$ cat src/design/ffa_pkg.sv
// Shared types and constants for the first-fit free-list allocator.
// No dependencies.
package ffa_pkg;

  localparam int HEAP_BYTES = 65536;
  localparam int GRAN_BYTES = 16;
  localparam int GRAN_SH    = 4;
  localparam int NGRAN      = HEAP_BYTES / GRAN_BYTES;
  localparam int DEPTH      = NGRAN + 1;
  localparam int IDX_W      = 13;
  localparam int BYTE_W     = 17;
  localparam int ADDR_W     = $clog2(DEPTH);

  localparam logic [1:0] MODE_ALLOC = 2'd0;
  localparam logic [1:0] MODE_FREE  = 2'd1;
  localparam logic [1:0] MODE_INIT  = 2'd2;

  typedef enum logic [1:0] {
    OP_ALLOC,
    OP_FREE,
    OP_INIT,
    OP_REJ
  } op_t;

  typedef struct packed {
    op_t              op;
    logic [IDX_W-1:0] arg;   // granules requested / granules freed beyond the header granule
    logic [IDX_W-1:0] zone;  // header granule of a freed zone
  } cmd_t;

  typedef enum logic [3:0] {
    S_IDLE,
    S_START,
    S_A_CHK,
    S_U_CHK,
    S_F_WALK,
    S_F_RDP,
    S_F_LINK,
    S_F_LINK2,
    S_F_M1,
    S_F_M2,
    S_RESP
  } state_t;

endpackage

$ cat src/design/ffa_cmdq.sv
// Two-entry command queue between the front end and the list walker.
// Depends on ffa_pkg.
module ffa_cmdq (
  input  logic          clk,
  input  logic          rst_n,
  input  logic          push,
  input  ffa_pkg::cmd_t push_cmd,
  input  logic          pop,
  output logic          full,
  output logic          not_empty,
  output ffa_pkg::cmd_t head_cmd
);
  import ffa_pkg::*;

  cmd_t       ent_r [2];
  logic       wp_r, rp_r;
  logic [1:0] cnt_r;

  always_ff @(posedge clk) begin
    if (!rst_n) begin
      wp_r  <= 1'b0;
      rp_r  <= 1'b0;
      cnt_r <= '0;
    end else begin
      if (push) begin
        wp_r <= !wp_r;
      end
      if (pop) begin
        rp_r <= !rp_r;
      end
      cnt_r <= cnt_r + {1'b0, push} - {1'b0, pop};
    end
    if (push) begin
      ent_r[wp_r] <= push_cmd;
    end
  end

  assign full      = cnt_r == 2'd2;
  assign not_empty = cnt_r != 2'd0;
  assign head_cmd  = ent_r[rp_r];
endmodule

$ cat config.mk
export PLATFORM = sky130hd
export DESIGN_NAME = ffa_cmdq
export DESIGN_NICKNAME = d
export VERILOG_FILES = /design/src/design/ffa_pkg.sv /design/src/design/ffa_cmdq.sv
export SDC_FILE = /design/constraint.sdc
export NUM_CORES = 1
export LEC_CHECK = 0
export ABC_AREA = 0
export BUFFER_PORTS_ARGS = -buffer_cell sky130_fd_sc_hd__buf_2
export CAP_MARGIN = 20
export CORE_UTILIZATION = 46
export CTS_CLUSTER_DIAMETER = 30
export DETAILED_ROUTE_END_ITERATION = 8
export PLACE_DENSITY_LB_ADDON = 0.1
export SLEW_MARGIN = 20
export SYNTH_ARGS = -nofsm -noshare
export SYNTH_HDL_FRONTEND = slang
export SYNTH_SLANG_ARGS = --single-unit
$ cat constraint.sdc
create_clock -name clk -period 2 [get_ports clk]
set_input_delay 0.3 -clock clk [delete_from_list [all_inputs] [get_ports clk]]
set_output_delay 0.3 -clock clk [all_outputs]
set_load 0.05 [all_outputs]
==> run_results.csv, run 1 <==
group,metric,value,unit
routing,top_layer,"met4",
routing,vias,1185,
clocking,clk_path_buf_depth,2,
clocking,path_clk_slew,0.06,ns
layout,nets,215,
setup_path,worstSetupStartpointType,"flop",
layout,final_area,0.002872,mm2
yosys,synth-seq-area-share,0.7578,
setup_path,r2r-start,"cnt_r[0]$_SDFF_PN0_",
run,maxCapViolCount,0,
grt,antenna_found_initial,0,
routing,wl_met3,181,um
clocking,cts_hold_buf,0,
placement,portBuffers,61,
yosys,syn_nets,142,
placement,place_congestion,0.6271,
setup_path,worstPathCellList,"buf_4 > mux2_2 > buf_2",
sta,final.setup.tns,0,ns
routing,drtIter0Drc,46,
placement,place_area,0.002723,mm2
clocking,numCtsBuffers,9,
layout,regArea,0.001783,mm2
yosys,syn_inst,108,
power_and_ir_drop,power_density,1013,mW/mm2
floorplan,core-area,0.004817,mm2
floorplan,die-area,0.005401,mm2
routing,ant_nets,0,
grt,grt_usage,0.1503,
sta,post-route-min-period,1.773,ns
outcome,status,"finished, final reports clean",
layout,fillCellCount,403,
yosys,synth_seq_cells,61,
clocking,cts_root_buffer,"clkbuf_8",
sta,grt_setup_unrepaired,"no",
sta,finalSetupViolations,0,
layout,antennaDiodeCount,0,
sta,worst_slew_pin_slew,0.3944,ns
setup_path,r2r-end,"cnt_r[1]$_SDFF_PN0_",
hold_path,min_path_cells,1,
yosys,avgSynthCellArea,21.77,um2
setup_path,cp_slowest_cell,"mux2_2",
setup_path,criticalPathCategory,"reg -> out",
floorplan,io_pins,62,
power_and_ir_drop,p_total,2.908,mW
routing,m1WireLength,1388,um
layout,stdcell_count,252,
setup_path,max_stage_delay,0.37,ns
sta,fmax,563.9,MHz
grt,grt_pass1_vias,1241,
floorplan,die_h,73.49,um
yosys,ys_types,14,
setup_path,arrival,1.47,ns
grt,grt_overflow,0,
clocking,clock_sinks,61,
sta,period_share,0.8866,
yosys,yosysWarnings,0,
sta,slew_headroom,0.7371,
setup_path,rrSetupSlack,0.60,ns
clocking,cts_resized,0,
clocking,h-tree-depth,3,
setup_path,r2r_cells,6,
yosys,syn_area,0.002351,mm2
clocking,cts_tree,"yes",
sta,slew_violations,0,
routing,wl,3641,um
routing,vias_per_cell,4.702,
setup_path,crit_path_end_kind,"output port",
hold_path,min_from,"push_cmd[19]",
hold_path,holdPathEnd,"ent_r[1][19]$_DFFE_PP_",
routing,firstDrtPassIters,4,
sta,skew,0.004023,ns
routing,wl_met2,1970,um
layout,multi_input_area,513.0,um2
placement,dp.cells,237,
routing,wl_per_cell,14.45,um
placement,hpwl,2441,um
sta,hold_viol,0,
hold_path,hp-class,"in -> reg",
setup_path,critPathMaxFanout,14,
floorplan,rows,25,
layout,syn2layout_area_growth,22.14,%
power_and_ir_drop,p_leak,1.156,nW
setup_path,worstPathRequired,1.70,ns
layout,drive_gt1_frac,0.5784,
floorplan,start_util,0.4881,
routing,drc,0,
grt,grt_start_max_net_pins,30,
clocking,post_cts_buffers,0,
grt,grt_pass1_wl,5547,um
power_and_ir_drop,peakVddDrop,0.0005627,V
clocking,clk_latency,0.33,ns
sta,whs,0.1593,ns
floorplan,die_w,73.49,um
[Yosys cell counts (all sizes together)]
cell type | number | area (um2)
xnor3 | 1 | 22.52
dfxtp | 5 | 100.1
ha | 2 | 25.02
mux2 | 28 | 390.4
o21a | 1 | 7.510
nor2b | 4 | 25.02
buf | 3 | 51.30
and2 | 4 | 25.02
inv | 2 | 7.510
edfxtp | 56 | 1682
xor2 | 1 | 8.760
or2 | 1 | 6.260
[through the flow]
| step | utilization | worst slack [ns] |
|---|---|---|
| 2_1_floorplan | - | 0.5064 |
| 3_3_place_gp | 0.5652 | 0.5719 |
| 3_5_place_dp | 0.5652 | 0.5283 |
| 4_1_cts | 0.5961 | 0.2018 |
| 5_1_grt | 0.5961 | 0.1624 |
| 6_report | 0.5961 | 0.2267 |
[layer usage]
metal | GRT usage | up-vias
li1 | - | 558
met4 | 0.09615 | 0
met3 | 0.05487 | 9
met1 | 0.1468 | 578
met2 | 0.2661 | 40
met5 | 0 | -
[where the power goes]
group          total, mW  switching [mW]  internal, mW
Sequential          1.50          0.0232          1.47
Combinational      0.569           0.374         0.195
Clock              0.841           0.407         0.434
Total               2.91           0.804          2.10
[state kept, by name (all words and copies together) (netlist names), named ones only]
name,cells
ent_r,56
wp_r,1
cnt_r,2
rp_r,1
[worst max-delay path by stage]
stage	to	cells after the start	from	slack [ns]
global placement	head_cmd[27]	3	flop	0.57
CTS	head_cmd[27]	3	flop	0.20
finish	head_cmd[27]	3	flop	0.23
floorplan	ent_r[0][0]$_DFFE_PP_	1	push	0.51
global route	head_cmd[3]	3	flop	0.16
detailed placement	cnt_r[1]$_SDFF_PN0_	6	pop	0.53
[critical path, delay by kind of cell (launching register included)]
kind / cells / cell delay [ns]
flops: 1 / 0.32
mux: 1 / 0.37
buf+inv: 2 / 0.45
[cell families (layout without fill, tap and decap cells)]
kind of cell	count (synthesis)	count (layout)	synth area share
XOR/XNOR	2	2	0.01330
adder cells (fa/ha/maj)	2	2	0.01064
AO/OA/AOI/OAI	1	1	0.003194
buffers and inverters	5	82	0.02501
multiplexers	28	28	0.1660
AND/OR/NAND/NOR	9	9	0.02395
flip-flops	61	61	0.7579
[cell type report]
class	count	share of cell area
Clock buffer	12	0.04706
Clock inverter	3	0.004793
Inverter	2	0.002614
Multi-Input combinational cell	42	0.1786
Sequential cell	61	0.6209
Tap cell	67	0.02919
Timing Repair Buffer	65	0.1168
[cells in the final DEF (no fill, tap or decap)]
cell	instances
clkinv_2	2
and2_1	4
or2_2	1
xor2_1	1
o21a_1	1
dfxtp_2	1
clkbuf_8	9
dfxtp_1	4
xnor3_1	1
clkinv_1	1
mux2_4	20
nor2b_2	1
buf_4	4
nor2b_1	3
inv_1	2
clkbuf_1	3
edfxtp_1	56
buf_2	61
ha_1	2
mux2_2	8
Note: power is estimated with default switching activity, not from simulation.
==> inputs of run 2 (changes only) <==
Settings changed: CORE_ASPECT_RATIO set to 2.
==> run 2 against run 1 <==
Cell count down 2.8%. Worst hold slack better by 0.0031 ns. Routed wire length is 4.0% lower. Clock power up 9.9%. Via count shrank 1.4%. Clock-buffer cell count grew 2. Final area rose by 0.87%. Die area up 0.32%. Setup slack gained 0.0073 ns. Combinational power about the same. Highest routed layer unchanged.
==> run_results.csv, run 2 (synthesis gave the netlist of run 1 again) <==
group,metric,value,unit
outcome,status,"finished, final reports clean",
routing,wl_per_cell,14.27,um
layout,largest-register,"ent_r",
routing,ant_nets,0,
grt,met2_usage,0.2571,
floorplan,die-area,0.005418,mm2
sta,skew,0.005094,ns
placement,portBuffers,61,
layout,syn2layout_area_growth,23.20,%
sta,slew_violations,0,
grt,met1_usage,0.1437,
placement,hpwl,2453,um
floorplan,core-area,0.004910,mm2
grt,grt_pass1_wl,5354,um
power_and_ir_drop,seq_power_share,0.501,
placement,dp.cells,229,
clocking,clock_sinks,61,
routing,drc,0,
clocking,clk_latency,0.32,ns
setup_path,arrival,1.47,ns
power_and_ir_drop,comb_power_share,0.190,
grt,grt_usage,0.1474,
clocking,numCtsBuffers,9,
setup_path,crit_path_end_kind,"output port",
hold_path,hp-class,"in -> reg",
layout,stdcell_count,245,
floorplan,die_h,103.1,um
sta,final.setup.tns,0,ns
grt,grt_use_met3,0.02212,
layout,antennaDiodeCount,0,
floorplan,io_pins,62,
setup_path,max_stage_delay,0.33,ns
layout,largest_reg_flops,56,
floorplan,start_util,0.4788,
sta,finalSetupViolations,0,
clocking,post_cts_buffers,0,
clocking,cts_resized,0,
clocking,path_clk_slew,0.06,ns
sta,period_share,0.8830,
grt,grt_overflow,0,
setup_path,cp_slowest_cell,"mux2_4",
grt,antenna_found_initial,0,
grt,grt_start_max_net_pins,22,
layout,final_area,0.002897,mm2
power_and_ir_drop,peakVddDrop,0.0006381,V
sta,fmax,566.3,MHz
setup_path,cp_num_buf_inv,2,
power_and_ir_drop,power_density,1033,mW/mm2
setup_path,cp_top_family,"buffers and inverters",
layout,drive_gt1_frac,0.5851,
power_and_ir_drop,p_int,2.185,mW
sta,hold_viol,0,
power_and_ir_drop,p_sw,0.8073,mW
layout,nets,217,
clocking,cts_hold_buf,0,
routing,vias,1169,
setup_path,worstPathRequired,1.70,ns
routing,drtIter0Drc,20,
sta,whs,0.1623,ns
layout,final_cell_mix,"buf_2 (61), edfxtp_1 (56), mux2_4 (20), clkbuf_8 (11), mux2_2 (8)",
layout,largestRegisters,"ent_r: 56 flops, cnt_r: 2 flops",
routing,vias_per_cell,4.771,
setup_path,worstSetupStartpointType,"flop",
setup_path,criticalPathCategory,"reg -> out",
sta,worst_slew_pin_slew,0.3844,ns
routing,wl,3496,um
setup_path,critPathMaxFanout,15,
power_and_ir_drop,switching_share,0.2698,
placement,place_area,0.002725,mm2
sta,grt_setup_unrepaired,"no",
power_and_ir_drop,p_clk_frac,0.309,
floorplan,die_w,52.55,um
sta,post-route-min-period,1.766,ns
layout,layout_commonest_cell,"buf_2",
clocking,cts_tree,"yes",
power_and_ir_drop,p_leak,1.177,nW
grt,grt_pass1_vias,1228,
clocking,clk_path_buf_depth,2,
grt,busiest_layer,"met2",
run,maxCapViolCount,0,
floorplan,rows,36,
sta,slew_headroom,0.7437,
clocking,h-tree-depth,3,
setup_path,worstPathCellList,"buf_4 > mux2_4 > buf_2",
clocking,cts_root_buffer,"clkbuf_8",
routing,firstDrtPassIters,4,
placement,place_congestion,0.6386,
[run 2: worst paths after layout]
check / depth (start not counted) / slack, ns / endpoint / startpoint
setup reg to reg: 6 / 0.58 / cnt_r[1]$_SDFF_PN0_ / cnt_r[0]$_SDFF_PN0_
hold / removal: 1 / 0.16 / ent_r[1][0]$_DFFE_PP_ / push_cmd[0]
setup / recovery: 3 / 0.23 / head_cmd[17] / flop
hold reg to reg: 2 / 0.59 / rp_r$_SDFFE_PN0P_ / rp_r$_SDFFE_PN0P_
[run 2: worst reg2reg max path, delay by kind of cell (launching register included)]
| kind | cells | cell delay (ns) |
|---|---|---|
| XOR/XNOR | 1 | 0.38 |
| flip-flops | 1 | 0.35 |
| AND/OR/NAND/NOR | 1 | 0.10 |
| adder cells (fa/ha/maj) | 2 | 0.41 |
| buffers and inverters | 2 | 0.12 |
[run 2: cell type report]
class / count / area (um2)
Inverter: 2 / 7.507
Tap cell: 57 / 71.32
Clock buffer: 14 / 162.7
Sequential cell: 61 / 1783
Timing Repair Buffer: 67 / 350.3
Clock inverter: 2 / 8.758
Multi-Input combinational cell: 42 / 513.0
Fill cell: 398 / 2013
[run 2: stage by stage]
step,utilization,setup slack (ns),power [mW]
floorplan,-,0.5064,1.985
global placement,0.5550,0.5857,2.085
detailed placement,0.5550,0.5472,2.101
CTS,0.5900,0.2066,3.038
global route,0.5900,0.1745,3.112
finish,0.5900,0.2341,2.992
[run 2: per-layer routing]
metal  routed length, um  vias up
met5                   0        -
met4                 123        0
met3                 152        9
met2                1955       43
met1                1265      552
li1                    -      565
[run 2: power by group through the flow]
stage	Clock [mW]	Combinational, mW	Sequential, mW
2_1_floorplan	0	0.467	1.52
3_3_place_gp	0	0.566	1.52
3_5_place_dp	0	0.575	1.53
4_1_cts	0.961	0.578	1.50
5_1_grt	1.00	0.604	1.50
6_report	0.924	0.570	1.50
