## src/design/ffa_pkg.sv

```systemverilog
// Shared types and constants for the first-fit free-list allocator.
// No dependencies.
package ffa_pkg;

  localparam int HEAP_BYTES = 65536;
  localparam int GRAN_BYTES = 16;
  localparam int GRAN_SH    = 4;
  localparam int NGRAN      = HEAP_BYTES / GRAN_BYTES;
  localparam int DEPTH      = NGRAN + 1;
  localparam int IDX_W      = 13;
  localparam int BYTE_W     = 17;
  localparam int ADDR_W     = $clog2(DEPTH);

  localparam logic [1:0] MODE_ALLOC = 2'd0;
  localparam logic [1:0] MODE_FREE  = 2'd1;
  localparam logic [1:0] MODE_INIT  = 2'd2;

  typedef enum logic [1:0] {
    OP_ALLOC,
    OP_FREE,
    OP_INIT,
    OP_REJ
  } op_t;

  typedef struct packed {
    op_t              op;
    logic [IDX_W-1:0] arg;   // granules requested / granules freed beyond the header granule
    logic [IDX_W-1:0] zone;  // header granule of a freed zone
  } cmd_t;

  typedef enum logic [3:0] {
    S_IDLE,
    S_START,
    S_A_CHK,
    S_U_CHK,
    S_F_WALK,
    S_F_RDP,
    S_F_LINK,
    S_F_LINK2,
    S_F_M1,
    S_F_M2,
    S_RESP
  } state_t;

endpackage

```

## src/design/ffa_front.sv

```systemverilog
// Front end: accepts request items, range-checks them and rounds sizes to granules.
// Depends on ffa_pkg.
module ffa_front (
  input  logic                       in_valid,
  input  logic [1:0]                 in_mode,
  input  logic [16:0]                in_size_bytes,
  input  logic [16:0]                in_address_bytes,
  input  logic                       q_full,
  output logic                       in_stall,
  output logic                       q_push,
  output ffa_pkg::cmd_t              q_cmd
);
  import ffa_pkg::*;

  logic [IDX_W:0]   gran_cnt;
  logic [IDX_W-1:0] zone;
  logic [IDX_W-1:0] free_sz;

  always_comb begin
    gran_cnt = (IDX_W+1)'(({1'b0, in_size_bytes} + 18'(GRAN_BYTES - 1)) >> GRAN_SH);
    zone     = IDX_W'(in_address_bytes >> GRAN_SH);
    if (gran_cnt == '0) begin
      free_sz = '0;
    end else if (gran_cnt - 1'b1 > (IDX_W+1)'({IDX_W{1'b1}})) begin
      free_sz = '1;
    end else begin
      free_sz = IDX_W'(gran_cnt - 1'b1);
    end
    q_cmd.op   = OP_REJ;
    q_cmd.arg  = '0;
    q_cmd.zone = zone;
    case (in_mode)
      MODE_ALLOC: begin
        q_cmd.arg = IDX_W'(gran_cnt);
        if (in_size_bytes != '0 && 32'(in_size_bytes) <= HEAP_BYTES) begin
          q_cmd.op = OP_ALLOC;
        end
      end
      MODE_FREE: begin
        q_cmd.arg = free_sz;
        if (32'(in_address_bytes) >= GRAN_BYTES &&
            32'(in_address_bytes >> GRAN_SH) <= NGRAN) begin
          q_cmd.op = OP_FREE;
        end
      end
      MODE_INIT: q_cmd.op = OP_INIT;
      default:   q_cmd.op = OP_REJ;
    endcase
  end

  assign in_stall = q_full;
  assign q_push   = in_valid && !q_full;
endmodule

```

## config.mk

```make
export PLATFORM = sky130hd
export DESIGN_NAME = ffa_front
export DESIGN_NICKNAME = d
export VERILOG_FILES = /design/src/design/ffa_pkg.sv /design/src/design/ffa_front.sv
export SDC_FILE = /design/constraint.sdc
export NUM_CORES = 1
export LEC_CHECK = 0
export BUFFER_PORTS_ARGS = -buffer_cell sky130_fd_sc_hd__buf_4
export CORE_AREA = 10 10 55 67
export DETAILED_ROUTE_END_ITERATION = 10
export DIE_AREA = 0 0 65 77
export PLACE_DENSITY = 0.82
export SYNTH_ARGS = -nofsm -noshare
export SYNTH_HDL_FRONTEND = slang
export SYNTH_SLANG_ARGS = --single-unit
```

## constraint.sdc

```tcl
create_clock -name vclk -period 3.4
set_input_delay 0.51 -clock vclk [all_inputs]
set_output_delay 0.51 -clock vclk [all_outputs]
set_load 0.05 [all_outputs]
```

==> results of run 1 <==
-- area by class of cell --
cell class                      count  area (µm²)  share of cell area (%)
Inverter                            6        22.5                    1.43
Multi-Input combinational cell    132         976                    61.9
Tap cell                           33        41.3                    2.62
Timing Repair Buffer               71         537                    34.0
-- through the flow --
step / total power [µW] / hold WS [ns] / utilization [%] / cells / TNS [ns]
4_1_cts: 239 / 1.29 / 63.2 / 242 / 0
6_report: 242 / 1.29 / 64.9 / 242 / 0
3_5_place_dp: 239 / 1.29 / 63.2 / 242 / 0
2_1_floorplan: 152 / 1.11 / - / 158 / -0.0276
5_1_grt: 257 / 1.29 / 64.9 / 242 / -0.00559
3_3_place_gp: 235 / 1.29 / 63.2 / 242 / 0
-- cells by family (layout without fill, tap and decap cells) --
group / after synthesis / after routing / synth area share [%]
compound gates: 45 / 45 / 28.4
xor+xnor: 12 / 12 / 10.0
fa+ha+maj: 1 / 1 / 1.19
buf+inv: 26 / 77 / 14.4
mux: 3 / 3 / 3.22
simple gates: 71 / 71 / 42.7
-- Yosys cell counts, drive strengths merged (3+ instances only) --
cell type | instances | area [µm²]
a21oi | 9 | 45.0
a221oi | 4 | 35.0
a31oi | 4 | 25.0
and2 | 3 | 18.8
buf | 15 | 110
clkbuf | 5 | 18.8
inv | 6 | 22.5
mux2i | 3 | 33.8
nand2 | 12 | 45.0
nand2b | 4 | 25.0
nand3 | 3 | 15.0
nand4 | 3 | 33.8
nor2 | 14 | 52.6
nor3 | 8 | 51.3
nor4 | 11 | 111
o21ai | 14 | 73.8
or3 | 3 | 18.8
or4 | 3 | 30.0
xnor2 | 6 | 52.6
xor2 | 6 | 52.6
-- worst max-delay path: stages --
cell      delay (ns)
buf_4           0.12
or4_4           0.55
nand2_4         0.10
xor2_2          0.16
ha_1            0.20
o21ai_2         0.13
or4_1           0.53
o21ai_1         0.19
a221oi_2        0.08
buf_4           0.20
-- what timing repair did --
action,CTS,global route
hold buffers,0,0
setup endpoints to repair,0,9
resized for setup,0,8
-- per-layer routing --
layer / up-vias / GRT usage [%]
met2: 70 / 27.2
li1: 690 / -
met3: 2 / 4.94
met5: - / 0
met1: 636 / 13.0
met4: 0 / 0.644
-- final timing paths --
path / from / cells after the start / endpoint / slack (ns)
min: in_address_bytes[14] / 2 / q_cmd[10] / 1.29
max: in_size_bytes[1] / 10 / q_cmd[25] / 0.11
-- where the power goes --
group          switching, µW  internal [µW]  leakage (µW)
sequential                 0              0             0
clock                      0              0             0
combinational            153           88.8      0.000631
==> flow_summary_export.csv, run 1 <==
group,metric,value,unit
run,drv_cap,0,
yosys,netlist-cell-type-count,47,
finish,most_common_library_cell_in_the_layout_ignoring_fill_and_taps,"buf_4",
timing,finalMaxSlewViolations,0,
place,post-dp-hpwl,3240,µm
place,port_buffers,68,
global_routing,first_global_vias,1381,
finish,nFlopsAndLatches,0,
route,drt_iter0_markers,58,
timing,minimum_clock_period_after_layout,3.29,ns
power,peakVddDrop,0.0953,mV
timing,period_share,96.8,%
timing,finalHoldViolCount,0,
min_path,holdCritPathClass,"primary input to primary output",
yosys,synth_seq_area_share,0,%
place,gpl.final_weighted_congestion,0.884,
yosys,synth.cell_area,0.00105,mm²
finish,register_area,0,µm²
place,pre_cts_slack,0.0402,ns
route,met3_length,455,µm
die,core,0.00243,mm²
status,run_status,"finished clean",
die,total_i_o_pin_count,68,
global_routing,grt_overflow,0,
global_routing,grt_start_max_net_pins,27,
timing,worstMarginPinSlew,0.399,ns
die,design.die.area,0.00501,mm²
place,placedInstanceArea,0.00154,mm²
die,chipWidth,65,µm
timing,report.final.setup_viol,0,
finish,layout-drive-gt1-share,46.4,%
global_routing,grtUsageTotal,13.5,%
yosys,postSynthAreaPerCell,6.64,µm²
route,route.layer.met1.wl,1420,µm
critical_path,critical_path_capture_point_type,"primary output",
critical_path,critPathKind,"primary input to primary output",
timing,fmax,304,MHz
critical_path,crit_path_max_fanout,10,
yosys,syn_inst,158,
route,detail_route.wirelength,3920,µm
power,power_leakage,0.000631,µW
timing,slew_headroom,72.9,%
finish,fin_area,0.00158,mm²
finish,synthToLayoutAreaGrowth,50.4,%
finish,final_nets,250,
critical_path,timing.critical_path.from_type,"primary input",
route,route.vias.total,1398,
yosys,ys_warn_count,0,
route,viasPerCell,5.78,
route,remaining_antenna_violation_count_after_routing,0,
finish,final_cell_mix,"buf_4 (70), nor2_1 (14), nand2_1 (10)",
timing,fin_ws,0.110,ns
global_routing,initial_antenna_violation_count,0,
route,drt-wirelength-per-cell,16.2,µm
global_routing,grt_pass1_wl,6060,µm
finish,n_antenna_cell,0,
yosys,synth_fp_nets,197,
finish,count_of_clock_buffers_in_the_final_design,0,
die,placementRows,20,
critical_path,cp_data_required_time,2.89,ns
clock_network,postCtsSetupRepairBufs,0,
route,met2_wirelength,2030,µm
route,routed.top_layer,"met4",
die,start_util,43.2,%
power,cellPowerDensity,154,mW/mm²
finish,layout.filler_cells,202,
critical_path,cp_data_arrival_time,2.78,ns
die,die_h,77,µm
route,remaining_drc_errors,0,
route,first_pass_iters,4,
Power figures use the tool's default switching activity.
==> run 2, diff against run 1 <==
- CORE_AREA: 10 10 55 67 -> 10 10 67 55
- DIE_AREA: 0 0 65 77 -> 0 0 77 65
- MAX_ROUTING_LAYER: not set -> met4
- PLACE_DENSITY: 0.82 -> 0.83
==> flow_summary_export.csv, run 2 (synthesis gave the netlist of run 1 again) <==
group,metric,value,unit
finish,register_area,0,µm²
place,gpl.final_weighted_congestion,0.925,
route,viasPerCell,5.50,
timing,finalMaxSlewViolations,0,
die,placementRows,16,
timing,fmax,299,MHz
die,design.die.area,0.00501,mm²
route,route.vias.total,1359,
finish,final_nets,252,
die,core,0.00246,mm²
die,die_h,65,µm
finish,layout-drive-gt1-share,45.5,%
route,drt_iter0_markers,109,
route,detail_route.wirelength,3830,µm
global_routing,grt_overflow,0,
critical_path,crit_path_max_fanout,6,
place,post-dp-hpwl,3220,µm
power,cellInternalPower,88.7,µW
timing,report.final.setup_viol,0,
min_path,min_from,"q_full",
place,port_buffers,68,
route,first_pass_iters,4,
power,power.clock.fraction,0,%
timing,finalHoldViolCount,0,
min_path,holdCritPathClass,"primary input to primary output",
finish,n_antenna_cell,0,
route,remaining_antenna_violation_count_after_routing,0,
power,sequentialPowerShare,0,%
timing,setup_repair_after_global_routing_missed_its_margin,"true",
power,power_leakage,0.000635,µW
timing,worstMarginPinSlew,0.410,ns
timing,minimum_clock_period_after_layout,3.35,ns
power,peakVddDrop,0.0830,mV
finish,final_cell_mix,"buf_4 (71), nor2_1 (14), nand2_1 (12)",
finish,nFlopsAndLatches,0,
die,total_i_o_pin_count,68,
min_path,whs_path_depth,2,
timing,period_share,98.4,%
finish,finalCoreUtilization,63.9,%
finish,most_common_library_cell_in_the_layout_ignoring_fill_and_taps,"buf_4",
power,cellPowerDensity,154,mW/mm²
global_routing,grt_pass1_wl,6110,µm
critical_path,timing.critical_path.from_type,"primary input",
critical_path,cp_data_arrival_time,2.84,ns
power,switching_share,63.3,%
clock_network,postCtsSetupRepairBufs,0,
route,remaining_drc_errors,0,
global_routing,first_global_vias,1230,
critical_path,cp_data_required_time,2.89,ns
run,drv_cap,0,
critical_path,critical_path_capture_point_type,"primary output",
route,drt-wirelength-per-cell,15.5,µm
global_routing,initial_antenna_violation_count,0,
global_routing,grtUsageTotal,14.3,%
finish,layout.cells.non_filler,247,
power,power.total,242,µW
finish,synthToLayoutAreaGrowth,50.0,%
timing,slew_headroom,72.1,%
status,run_status,"finished clean",
die,chipWidth,77,µm
die,start_util,42.6,%
place,dpl.cell_count,247,
power,pwr-share-comb,100.0,%
critical_path,worst_setup_path_startpoint,"in_size_bytes[1]",
critical_path,critPathKind,"primary input to primary output",
global_routing,grt_start_max_net_pins,27,
power,power.switching,153,µW
finish,count_of_clock_buffers_in_the_final_design,0,
[run 2: power by group through the flow]
stage	logic, µW	registers [µW]	clock network, µW
6_report	242	0	0
5_1_grt	256	0	0
4_1_cts	240	0	0
3_5_place_dp	239	0	0
3_3_place_gp	237	0	0
2_1_floorplan	152	0	0
[run 2: final timing paths]
| kind | to | slack [ns] |
|---|---|---|
| hold / removal | in_stall | 1.29 |
| setup / recovery | q_cmd[15] | 0.05 |
[run 2: what timing repair did]
item	4_1_cts	5_1_grt
hold buffers	0	0
resized for setup	0	4
endpoints found under the setup margin	0	10
hold endpoints to repair	0	0
[run 2: final cells by class]
| cell class | instances | area, µm² |
|---|---|---|
| fill | 225 | 890 |
| inverter | 6 | 22.5 |
| multi-input combinational | 132 | 950 |
| tap | 36 | 45.0 |
| timing repair buffer | 73 | 556 |
[run 2: metal layers]
layer / part of all wire (%) / up-vias / wire, µm / GRT usage [%]
li1: - / 691 / - / -
met1: 48 / 616 / 1840 / 19.4
met2: 47 / 52 / 1790 / 23.9
met3: 5.2 / 0 / 200 / 1.24
met4: 0 / 0 / 0 / 0
met5: 0 / - / 0 / -
[run 2: per-stage QoR]
step	hold slack, ns	cell area, µm²	TNS (ns)	setup WS (ns)
after floorplan	1.11	1090	-0.0276	-0.0276
after global placement	1.29	1550	0	0.140
after detailed placement	1.29	1550	0	0.0437
after CTS	1.29	1550	0	0.0316
after global routing	1.29	1570	-0.117	-0.0619
final	1.29	1570	0	0.0544
[run 2: worst max-delay path, stage by stage]
cell and delay [ns]:
buf_4 0.12, or4_4 0.53, nand2_1 0.11, xor2_1 0.23
ha_1 0.23, o21ai_2 0.10, buf_4 0.18, nor3_1 0.35
o21ai_0 0.12, and2_1 0.17, buf_4 0.18
==> run 3, diff against run 2 <==
==> constraint.sdc (replaced) <==
create_clock -name vclk -period 3.4
set_input_delay 0.51 -clock vclk [all_inputs]
set_output_delay 0.51 -clock vclk [all_outputs]
set_load 0.005 [all_outputs]
==> flow_summary_export.csv, run 3 (synthesis gave the netlist of run 1 again) <==
group,metric,value,unit
status,run_status,"finished clean",
critical_path,crit_top_cell,"buf_4",
finish,count_of_clock_buffers_in_the_final_design,0,
min_path,holdCritPathClass,"primary input to primary output",
route,remaining_antenna_violation_count_after_routing,0,
min_path,whs_path_depth,2,
timing,minimum_clock_period_after_layout,3.33,ns
die,total_i_o_pin_count,68,
global_routing,grt_overflow,0,
critical_path,critPathBufInv,2,
timing,period_share,97.8,%
route,route.vias.total,1362,
timing,fmax,301,MHz
critical_path,critical_path_capture_point_type,"primary output",
timing,finalSetupTns,0,ns
min_path,min_from,"q_full",
place,post-dp-hpwl,3170,µm
critical_path,timing.critical_path.from_type,"primary input",
die,placementRows,16,
timing,worstMarginPinSlew,0.411,ns
clock_network,ctsHoldBuffers,0,
die,design.die.area,0.00501,mm²
die,start_util,42.6,%
place,dpl.cell_count,247,
global_routing,grtUsageTotal,14.0,%
route,viasPerCell,5.51,
die,core,0.00246,mm²
route,drt-wirelength-per-cell,15.0,µm
global_routing,grt_start_max_net_pins,27,
finish,layout.filler_cells,244,
finish,register_area,0,µm²
die,die_h,65,µm
timing,slew_headroom,72.0,%
global_routing,initial_antenna_violation_count,0,
critical_path,crit_chain,"buf_4 > or4_4 > nand2_1 > xor2_1 > ha_2 > o21ai_2 > or3_1 > a31oi_1 > nor2_1 > buf_4",
finish,nFlopsAndLatches,0,
critical_path,cp_data_arrival_time,2.82,ns
run,drv_cap,0,
critical_path,slowest_cell_on_the_critical_path,"or4_4",
timing,report.final.setup_viol,0,
finish,area_of_combinational_cells_with_multiple_inputs,900,µm²
global_routing,grt_pass1_wl,6040,µm
route,remaining_drc_errors,0,
power,cellPowerDensity,105,mW/mm²
route,drt_iter0_markers,81,
timing,finalMaxSlewViolations,0,
timing,finalHoldViolCount,0,
critical_path,path_delay_family,"simple AND/OR/NAND/NOR gates",
critical_path,cp_data_required_time,2.89,ns
finish,most_common_library_cell_in_the_layout_ignoring_fill_and_taps,"buf_4",
finish,n_antenna_cell,0,
min_path,holdPathEnd,"in_stall",
critical_path,critPathKind,"primary input to primary output",
route,detail_route.wirelength,3700,µm
timing,setup_repair_after_global_routing_missed_its_margin,"true",
power,power_leakage,0.000624,µW
critical_path,crit_path_max_fanout,9,
finish,finalCoreUtilization,61.5,%
critical_path,max_stage_delay,0.53,ns
place,port_buffers,68,
die,chipWidth,77,µm
clock_network,postCtsSetupRepairBufs,0,
route,first_pass_iters,4,
finish,final_nets,252,
finish,layout-drive-gt1-share,41.2,%
finish,final_cell_mix,"buf_4 (73), nor2_1 (14), nand2_1 (12)",
power,peakVddDrop,0.0523,mV
global_routing,first_global_vias,1216,
finish,layout.cells.non_filler,247,
place,gpl.final_weighted_congestion,0.901,
finish,synthToLayoutAreaGrowth,44.5,%
[run 3: cell types whose count changed in the layout (fill, tap and decap cells not counted), moves of 2 or more]
cell / before / now
a21oi_2: 3 / 0
a221oi_1: 0 / 4
buf_4: 71 / 73
a221oi_2: 4 / 0
a21oi_1: 6 / 9
buf_6: 2 / 0
[run 3: what timing repair did]
action | CTS | global route
setup endpoints to repair | 0 | 7
gates resized for setup | 0 | 1
endpoints found under the hold margin | 0 | 0
[run 3: area by class of cell]
| type | instances | share of cell area [%] |
|---|---|---|
| multi-input cells | 132 | 59.4 |
| well taps | 36 | 2.97 |
| repair buffers | 73 | 36.2 |
| inverters | 6 | 1.49 |
[run 3: worst max path at each step]
stage	endpoint	startpoint	cells past startpoint	slack [ns]
detailed placement	q_cmd[14]	in_size_bytes[1]	10	0.07
floorplan	q_cmd[25]	in_size_bytes[1]	8	0.42
global route	q_cmd[25]	in_size_bytes[1]	10	-0.01
finish	q_cmd[14]	in_size_bytes[1]	10	0.07
global placement	q_cmd[14]	in_size_bytes[1]	10	0.14
CTS	q_cmd[14]	in_size_bytes[1]	10	0.07
[run 3: where the power goes]
group	switching (µW)	leakage (µW)	internal [µW]	total, µW
Sequential	0	0	0	0
Clock	0	0	0	0
Combinational	74.2	0.000624	84.4	159
Total	74.2	0.000624	84.4	159
[run 3: metal layers]
layer	vias to the layer above	track usage, %	wire length (µm)	share of wire, %
li1	687	-	-	-
met1	620	18.8	1770	48
met2	55	23.3	1700	46
met3	0	1.79	226	6.1
met4	0	0	0	0
met5	-	-	0	0
[run 3: stage by stage]
stage                     area [µm²]  setup WS, ns  power (µW)  hold slack (ns)
after floorplan                 1050         0.423        73.4             1.05
after global placement          1510         0.140         157             1.20
after detailed placement        1510        0.0717         158             1.20
after CTS                       1510        0.0704         159             1.20
after global routing            1520       -0.0117         172             1.20
final                           1520        0.0743         159             1.20
